===== config.mk =====
export PLATFORM = sky130hd
export DESIGN_NAME = windowed_source_rssi_average_unit
export DESIGN_NICKNAME = d
export VERILOG_FILES = /design/src/sv/wsra_pkg.sv /design/src/sv/windowed_source_rssi_average_unit.sv /design/src/sv/wsra_ram.sv /design/src/sv/wsra_div.sv
export SDC_FILE = /design/constraint.sdc
export NUM_CORES = 2
export LEC_CHECK = 0
export BUFFER_PORTS_ARGS = -buffer_cell sky130_fd_sc_hd__buf_2
export CORE_MARGIN = 2
export CORE_UTILIZATION = 55
export CTS_CLUSTER_SIZE = 16
export DETAILED_ROUTE_END_ITERATION = 16
export GPL_TIMING_DRIVEN = 1
export PLACE_DENSITY = 0.67
export SLEW_MARGIN = 20
export SYNTH_ARGS = -nofsm -noshare
export SYNTH_HDL_FRONTEND = slang
export SYNTH_MEMORY_MAX_BITS = 65536
export SYNTH_SLANG_ARGS = --single-unit
export TNS_END_PERCENT = 50

===== constraint.sdc =====
create_clock -name aclk -period 9.6 [get_ports aclk]
set_clock_uncertainty 0.1 [all_clocks]
set_input_delay 0.96 -clock aclk [delete_from_list [all_inputs] [get_ports aclk]]
set_output_delay 0.96 -clock aclk [all_outputs]
set_load 0.05 [all_outputs]

===== src/sv/wsra_pkg.sv =====
// Shared types, widths and constants of the windowed source RSSI average unit.
// Depends on nothing; imported by every module of the block but wsra_ram.
package wsra_pkg;

    localparam int DEPTH     = 64;
    localparam int PTR_W     = $clog2(DEPTH);
    localparam int CNT_W     = $clog2(DEPTH + 1);

    localparam int SOURCE_W  = 8;
    localparam int INDEX_W   = 48;
    localparam int LEVEL_W   = 16;
    localparam int MEAN_W    = 16;
    localparam int USED_W    = 7;

    localparam int SUM_W     = LEVEL_W + PTR_W;
    localparam int DIV_CNT_W = $clog2(SUM_W + 1);

    localparam int S_TDATA_W = 72;
    localparam int M_TDATA_W = 24;
    localparam int ENTRY_W   = SOURCE_W + INDEX_W + LEVEL_W;

    localparam logic [INDEX_W-1:0] WINDOW_RESET = INDEX_W'(1000000);

    typedef struct packed {
        logic signed [LEVEL_W-1:0] level;
        logic [INDEX_W-1:0]        sample_index;
        logic [SOURCE_W-1:0]       source;
    } entry_t;

    typedef struct packed {
        logic                    start;
        logic signed [SUM_W-1:0] dividend;
        logic [CNT_W-1:0]        divisor;
    } div_req_t;

    typedef struct packed {
        logic                     done;
        logic signed [MEAN_W-1:0] quotient;
    } div_rsp_t;

endpackage


===== src/sv/windowed_source_rssi_average_unit.sv =====
// Top level of the windowed source RSSI average unit: sequencer, frame ring, divider.
// Depends on wsra_pkg, wsra_ram and wsra_div.
//
// Each input beat on the s_ channel carries one frame: source, start sample index
// and a signed Q7.8 level. The frame is stored in a ring of DEPTH entries. The
// block then walks back from the newest frame through the ring, one stored frame
// per cycle through the RAM read port, adding the levels of same-source frames
// until it meets a same-source frame older than the window or has read every
// held frame. A bit-serial divider, one quotient bit per cycle, forms the mean,
// truncated toward zero. One output beat on the m_ channel carries the mean and
// the number of frames averaged. s_tready is high only between items. The user
// must write the window length through cfg_we and cfg_wdata only while the block
// is idle; the block itself does not enforce this. Reset clears the write
// pointer, the held count and the output valid, and loads the default window of
// one million samples; the ring contents stay as they are and are never read
// before they are written. A result waits in the output register while m_tready
// is low; the block still takes the next input beat and holds its own result back
// until the register is free.
module windowed_source_rssi_average_unit
    import wsra_pkg::*;
(
    input  logic                 aclk,
    input  logic                 aresetn,
    input  logic                 cfg_we,
    input  logic [INDEX_W-1:0]   cfg_wdata,
    input  logic                 s_tvalid,
    output logic                 s_tready,
    input  logic [S_TDATA_W-1:0] s_tdata,   // source[7:0], sample_index[55:8], level[71:56]
    output logic                 m_tvalid,
    input  logic                 m_tready,
    output logic [M_TDATA_W-1:0] m_tdata    // mean_level[15:0], frames_used[22:16], zero[23]
);

    typedef enum logic [1:0] {
        S_IDLE,
        S_WALK,
        S_DIV,
        S_EMIT
    } state_t;

    state_t                  state_reg, state_next;
    logic [INDEX_W-1:0]      window_reg, window_next;
    logic [PTR_W-1:0]        wp_reg, wp_next;
    logic [CNT_W-1:0]        held_reg, held_next;
    logic [PTR_W-1:0]        newest_reg, newest_next;
    logic [SOURCE_W-1:0]     src_reg, src_next;
    logic [INDEX_W-1:0]      top_reg, top_next;
    logic [CNT_W-1:0]        issue_reg, issue_next;
    logic                    pend_reg, pend_next;
    logic signed [SUM_W-1:0] sum_reg, sum_next;
    logic [CNT_W-1:0]        used_reg, used_next;
    logic                    start_reg, start_next;
    logic                    m_tvalid_reg, m_tvalid_next;
    logic [M_TDATA_W-1:0]    m_tdata_reg, m_tdata_next;

    entry_t                  wr_entry;
    entry_t                  rd_entry;
    logic [ENTRY_W-1:0]      rd_data;
    logic [PTR_W-1:0]        rd_addr;
    logic [PTR_W:0]          rd_diff;
    logic                    accept;
    logic                    issuing;
    logic                    same_src;
    logic                    outside;
    logic                    finish;
    div_req_t                div_req;
    div_rsp_t                div_rsp;

    assign s_tready = (state_reg == S_IDLE);
    assign accept   = s_tvalid && s_tready;

    assign wr_entry.source       = s_tdata[SOURCE_W-1:0];
    assign wr_entry.sample_index = s_tdata[SOURCE_W+INDEX_W-1:SOURCE_W];
    assign wr_entry.level        = s_tdata[ENTRY_W-1:SOURCE_W+INDEX_W];

    assign rd_diff = {1'b0, newest_reg} - (PTR_W+1)'(issue_reg);
    assign rd_addr = rd_diff[PTR_W] ? PTR_W'(rd_diff + (PTR_W+1)'(DEPTH)) : rd_diff[PTR_W-1:0];

    wsra_ram #(
        .WIDTH (ENTRY_W),
        .DEPTH (DEPTH)
    ) u_ram (
        .aclk  (aclk),
        .we    (accept),
        .waddr (wp_reg),
        .wdata (wr_entry),
        .raddr (rd_addr),
        .rdata (rd_data)
    );

    assign rd_entry = rd_data;
    assign issuing  = (state_reg == S_WALK) && (issue_reg != held_reg);
    assign same_src = (rd_entry.source == src_reg);
    assign outside  = (rd_entry.sample_index < top_reg) &&
                      ((top_reg - rd_entry.sample_index) > window_reg);
    assign finish   = pend_reg && ((same_src && outside) || !issuing);

    assign div_req.start    = start_reg;
    assign div_req.dividend = sum_reg;
    assign div_req.divisor  = used_reg;

    wsra_div u_div (
        .aclk    (aclk),
        .aresetn (aresetn),
        .req     (div_req),
        .rsp     (div_rsp)
    );

    always_comb begin
        state_next    = state_reg;
        window_next   = cfg_we ? cfg_wdata : window_reg;
        wp_next       = wp_reg;
        held_next     = held_reg;
        newest_next   = newest_reg;
        src_next      = src_reg;
        top_next      = top_reg;
        issue_next    = issue_reg;
        pend_next     = 1'b0;
        sum_next      = sum_reg;
        used_next     = used_reg;
        start_next    = 1'b0;
        m_tvalid_next = m_tvalid_reg && !m_tready;
        m_tdata_next  = m_tdata_reg;

        unique case (state_reg)
            S_IDLE: begin
                if (accept) begin
                    newest_next = wp_reg;
                    wp_next     = (wp_reg == PTR_W'(DEPTH - 1)) ? '0 : wp_reg + PTR_W'(1);
                    held_next   = (held_reg == CNT_W'(DEPTH)) ? held_reg : held_reg + CNT_W'(1);
                    src_next    = wr_entry.source;
                    top_next    = wr_entry.sample_index;
                    issue_next  = '0;
                    sum_next    = '0;
                    used_next   = '0;
                    state_next  = S_WALK;
                end
            end
            S_WALK: begin
                if (pend_reg && same_src && !outside) begin
                    sum_next  = sum_reg + SUM_W'(rd_entry.level);
                    used_next = used_reg + CNT_W'(1);
                end
                if (finish) begin
                    start_next = 1'b1;
                    state_next = S_DIV;
                end else begin
                    pend_next  = issuing;
                    issue_next = issue_reg + CNT_W'(issuing);
                end
            end
            S_DIV: begin
                if (div_rsp.done) begin
                    state_next = S_EMIT;
                end
            end
            S_EMIT: begin
                if (!m_tvalid_reg || m_tready) begin
                    m_tvalid_next = 1'b1;
                    m_tdata_next  = M_TDATA_W'({USED_W'(used_reg), div_rsp.quotient});
                    state_next    = S_IDLE;
                end
            end
            default: begin
                state_next = S_IDLE;
            end
        endcase
    end

    always_ff @(posedge aclk) begin
        if (!aresetn) begin
            state_reg    <= S_IDLE;
            window_reg   <= WINDOW_RESET;
            wp_reg       <= '0;
            held_reg     <= '0;
            issue_reg    <= '0;
            pend_reg     <= 1'b0;
            start_reg    <= 1'b0;
            m_tvalid_reg <= 1'b0;
        end else begin
            state_reg    <= state_next;
            window_reg   <= window_next;
            wp_reg       <= wp_next;
            held_reg     <= held_next;
            issue_reg    <= issue_next;
            pend_reg     <= pend_next;
            start_reg    <= start_next;
            m_tvalid_reg <= m_tvalid_next;
        end
        newest_reg  <= newest_next;
        src_reg     <= src_next;
        top_reg     <= top_next;
        sum_reg     <= sum_next;
        used_reg    <= used_next;
        m_tdata_reg <= m_tdata_next;
    end

    assign m_tvalid = m_tvalid_reg;
    assign m_tdata  = m_tdata_reg;

endmodule


===== src/sv/wsra_ram.sv =====
// Generic single-port-write, single-port-read RAM with a registered read.
// Depends on nothing; holds the ring of stored frames.
module wsra_ram #(
    parameter int WIDTH = 8,
    parameter int DEPTH = 16
) (
    input  logic                     aclk,
    input  logic                     we,
    input  logic [$clog2(DEPTH)-1:0] waddr,
    input  logic [WIDTH-1:0]         wdata,
    input  logic [$clog2(DEPTH)-1:0] raddr,
    output logic [WIDTH-1:0]         rdata
);

    logic [WIDTH-1:0] mem [DEPTH];
    logic [WIDTH-1:0] rdata_reg;

    always_ff @(posedge aclk) begin
        if (we) begin
            mem[waddr] <= wdata;
        end
        rdata_reg <= mem[raddr];
    end

    assign rdata = rdata_reg;

endmodule


===== src/sv/wsra_div.sv =====
// Bit-serial signed divider, one quotient bit per cycle, truncating toward zero.
// Depends on wsra_pkg for widths and the request and response structs.
module wsra_div
    import wsra_pkg::*;
(
    input  logic     aclk,
    input  logic     aresetn,
    input  div_req_t req,
    output div_rsp_t rsp
);

    logic                 busy_reg;
    logic                 done_reg;
    logic                 neg_reg;
    logic [DIV_CNT_W-1:0] cnt_reg;
    logic [SUM_W-1:0]     quo_reg;
    logic [CNT_W-1:0]     rem_reg;
    logic [CNT_W-1:0]     divisor_reg;

    logic [CNT_W:0]       shifted;
    logic                 fits;
    logic [SUM_W-1:0]     magnitude;
    logic [SUM_W-1:0]     signed_quo;

    assign magnitude  = req.dividend[SUM_W-1] ? SUM_W'(-req.dividend) : SUM_W'(req.dividend);
    assign shifted    = {rem_reg, quo_reg[SUM_W-1]};
    assign fits       = shifted >= {1'b0, divisor_reg};
    assign signed_quo = neg_reg ? (~quo_reg + SUM_W'(1)) : quo_reg;

    always_ff @(posedge aclk) begin
        if (!aresetn) begin
            busy_reg <= 1'b0;
            done_reg <= 1'b0;
            cnt_reg  <= '0;
        end else begin
            done_reg <= 1'b0;
            if (req.start) begin
                busy_reg    <= 1'b1;
                cnt_reg     <= DIV_CNT_W'(SUM_W);
                quo_reg     <= magnitude;
                rem_reg     <= '0;
                divisor_reg <= req.divisor;
                neg_reg     <= req.dividend[SUM_W-1];
            end else if (busy_reg) begin
                rem_reg <= fits ? CNT_W'(shifted - {1'b0, divisor_reg}) : shifted[CNT_W-1:0];
                quo_reg <= {quo_reg[SUM_W-2:0], fits};
                cnt_reg <= cnt_reg - DIV_CNT_W'(1);
                if (cnt_reg == DIV_CNT_W'(1)) begin
                    busy_reg <= 1'b0;
                    done_reg <= 1'b1;
                end
            end
        end
    end

    assign rsp.done     = done_reg;
    assign rsp.quotient = signed_quo[MEAN_W-1:0];

endmodule


==> results.yml <==
pwr:
  total_power_w: 0.0571
  power.leakage_nw: 67.6
  power.density_mw_per_mm2: 267
  ir_drop_mv: 0.247
floorplanning:
  start_util_pct: 55.2
  die_y_microns: 593
  dieArea_sq_mm: 0.351
  coreArea_sq_mm: 0.346
  die_x_microns: 593
  io_pins: 151
  rows: 216
run:
  drv_cap: 0
global_route:
  grt_max_degree: 117
  grt_pass1_wl_microns: 706000
  grt_pass1_vias: 91100
  grt_use_total_pct: 29.0
  grt_overflow: 0
  antenna_found_initial: 40
clocking:
  clockRootBuffer: "clkbuf_16"
  cts-resized-gates: 0
  htree_num_levels: 5
  cts_buffer_depth: 4
  clk_pin_slew_ns: 0.06
  cts_setup_buffers: 0
  clkLatencyLatePin_ns: 1.04
  cts_buffers: 477
  ctsHoldBuffers: 0
  cts_tree: "built"
  clock_sinks: 4911
worst_setup_path:
  arrival_ns: 7.78
  crit_path_start_kind: "flip-flop"
  path_max_fanout: 12
  crit_path_end_kind: "flip-flop"
  worstReg2RegEnd: "state_reg[0]"
  reg2regPathDepth: 23
  crit_end: "state_reg[0]"
  worstSetupPathType: "reg -> reg"
  rrSetupSlack_ns: 2.62
  startpoint: "top_reg[0]"
  r2r-start: "top_reg[0]"
  worstPathRequired_ns: 10.40
synth:
  netlist_instances: 8374
  avgSynthCellArea_sq_um: 22.8
  synth-main-ff-cell: "edfxtp_1"
  syn_nets: 8646
  async_reset_ff_share_pct: 0
  ys_ff_latch: 4911
  yosys_warnings: 0
  synth.distinct_cells: 73
  syn-cell-area_sq_mm: 0.191
  synth_edf_count: 4759
  yosysSeqAreaShare_pct: 76.5
sta:
  setup-tns-final_ns: 0
  tightest_slew_ns: 1.20
  fin_crit_ns: 6.98
  hold_viol: 0
  max_freq_mhz: 143
  rsz0062_at_grt: "false"
  slew_headroom_pct: 20.0
  finalSetupViolations: 0
  min_period_over_period_pct: 72.7
  maxSlewViolCount: 0
route:
  drtPass1Iterations: 5
  drtIter0Drc: 14300
  drc: 0
  drt-total-wl_microns: 508000
  avgRoutedWirePerCell_microns: 36.9
  via_per_inst: 6.74
  vias: 92900
  ant_nets: 0
hold_path:
  hp-class: "in -> reg"
placement:
  globalplace.congestion: 0.868
  dp_hpwl_microns: 258000
  placed_area_sq_mm: 0.198
  portBuffers: 149
status:
  run_status: "finished clean"
layout:
  finish.instance_area_sq_mm: 0.214
  finish.utilization_pct: 61.9
  largest_reg_flops: 4608
  drive_gt1_share_pct: 27.7
  nets: 9058
  area_delta_synth_final_pct: 12.2
cells by family (layout without fill, tap and decap cells):
logic type | Yosys count | count (layout) | share of synthesized area, %
fa+ha+maj | 147 | 147 | 0.980
flops | 4911 | 4911 | 76.5
xor+xnor | 130 | 130 | 0.597
mux | 1569 | 1569 | 17.7
simple gates | 587 | 587 | 1.49
buf+inv | 557 | 1373 | 1.11
other cells | 1 | 17 | 0.00197
compound gates | 472 | 472 | 1.59
metal layers:
metal / global-route usage (%) / vias to the layer above / share of wire (%)
met3: 5.02 / 851 / 10
li1: - / 36300 / -
met4: 8.50 / 18 / 3.1
met2: 45.4 / 5372 / 48
met5: 0 / - / 0.024
met1: 42.6 / 50400 / 39
cells in the mapped netlist, drive strengths merged, types with 5 or more instances:
cell,instances,area (sq um)
nor3,30,150
nand2b,11,76.3
a21boi,7,52.6
xnor2,64,561
nor2,219,822
a31oi,14,87.6
a21o,48,360
nand3b,6,45.0
or3,12,85.1
o21ai,58,290
mux2i,121,1210
a21oi,174,871
o31ai,10,88.8
o21bai,11,82.6
a211oi,86,646
or2,9,56.3
mux4,1440,32400
mux2,8,90.1
nor2b,82,513
buf,116,464
o211ai,12,90.1
and4,6,52.6
dfxtp,152,3040
nand4,25,156
and2,5,31.3
edfxtp,4759,143000
xor2,66,578
o21a,12,90.1
inv,145,544
nand2,108,405
ha,143,1790
and3,17,106
clkbuf,294,1100
nand3,37,185
worst min-delay path by stage:
stage,from,endpoint,slack [ns],cells after the start
floorplan,wp_reg[3],newest_reg[3],0.31,0
global placement,state_reg[1],state_reg[1],0.38,2
detailed placement,window_reg[23],window_reg[23],0.39,2
CTS,cfg_wdata[17],window_reg[17],0.05,3
global route,cfg_wdata[16],window_reg[16],0.09,3
finish,cfg_wdata[17],window_reg[17],0.10,3
cell type report:
| type | instances | area [sq um] |
|---|---|---|
| fill | 23200 | 132000 |
| multi-input combinational | 2906 | 43200 |
| antenna | 16 | 40.0 |
| clock buffer | 621 | 12900 |
| timing repair buffer | 343 | 3110 |
| inverter | 147 | 554 |
| tap | 4578 | 5730 |
| clock inverter | 262 | 2420 |
| sequential | 4911 | 146000 |
stage by stage:
stage / hold slack [ns] / worst slack, ns / instances
floorplan: 0.306 / 1.84 / 8374
global placement: 0.380 / 2.86 / 12900
detailed placement: 0.386 / 2.82 / 12900
CTS: 0.0460 / 2.78 / 13800
global route: 0.0901 / 2.30 / 13800
finish: 0.103 / 2.62 / 13800
power breakdown:
part / leakage (nW) / internal (W) / switching, W / total [W]
logic: 16.0 / 0.00630 / 0.00797 / 0.0143
registers: 44.1 / 0.0241 / 0.000338 / 0.0245
clock network: 7.46 / 0.0104 / 0.00796 / 0.0184
cell usage in the layout, fill, tap and decap left out, types with 60 or more instances in the layout:
cell type / count
buf_2: 110
xnor2_1: 61
ha_1: 142
clkinv_1: 106
buf_12: 60
edfxtp_1: 4759
clkbuf_1: 112
nor2_1: 153
inv_1: 143
buf_4: 170
mux2i_1: 121
dfxtp_1: 152
a21oi_1: 172
a211oi_1: 86
nor2b_1: 81
clkbuf_16: 484
xor2_1: 65
clkinv_2: 79
nor2_4: 64
nand2_1: 108
mux4_2: 1440
worst max-delay path: stages, from the launching register on:
cell and delay [ns]:
edfxtp_1 0.36, inv_1 0.09, ha_1 0.17, inv_1 0.06, fa_1 0.43, a211oi_1 0.29, o21bai_1 0.12, a21oi_1 0.37
o21ai_0 0.31, a21boi_0 0.90, a21oi_1 0.16, a211oi_1 0.29, o21ai_0 0.16, xor2_1 0.16, ha_1 0.30, o21ai_0 0.21
nor2_1 0.08, o31ai_1 0.18, a21boi_0 0.18, a2111oi_1 0.54, a2111oi_2 0.20, nor2_1 0.65, a221o_1 0.33, mux2i_1 0.22
No activity file was read; power rests on OpenSTA's default activity.
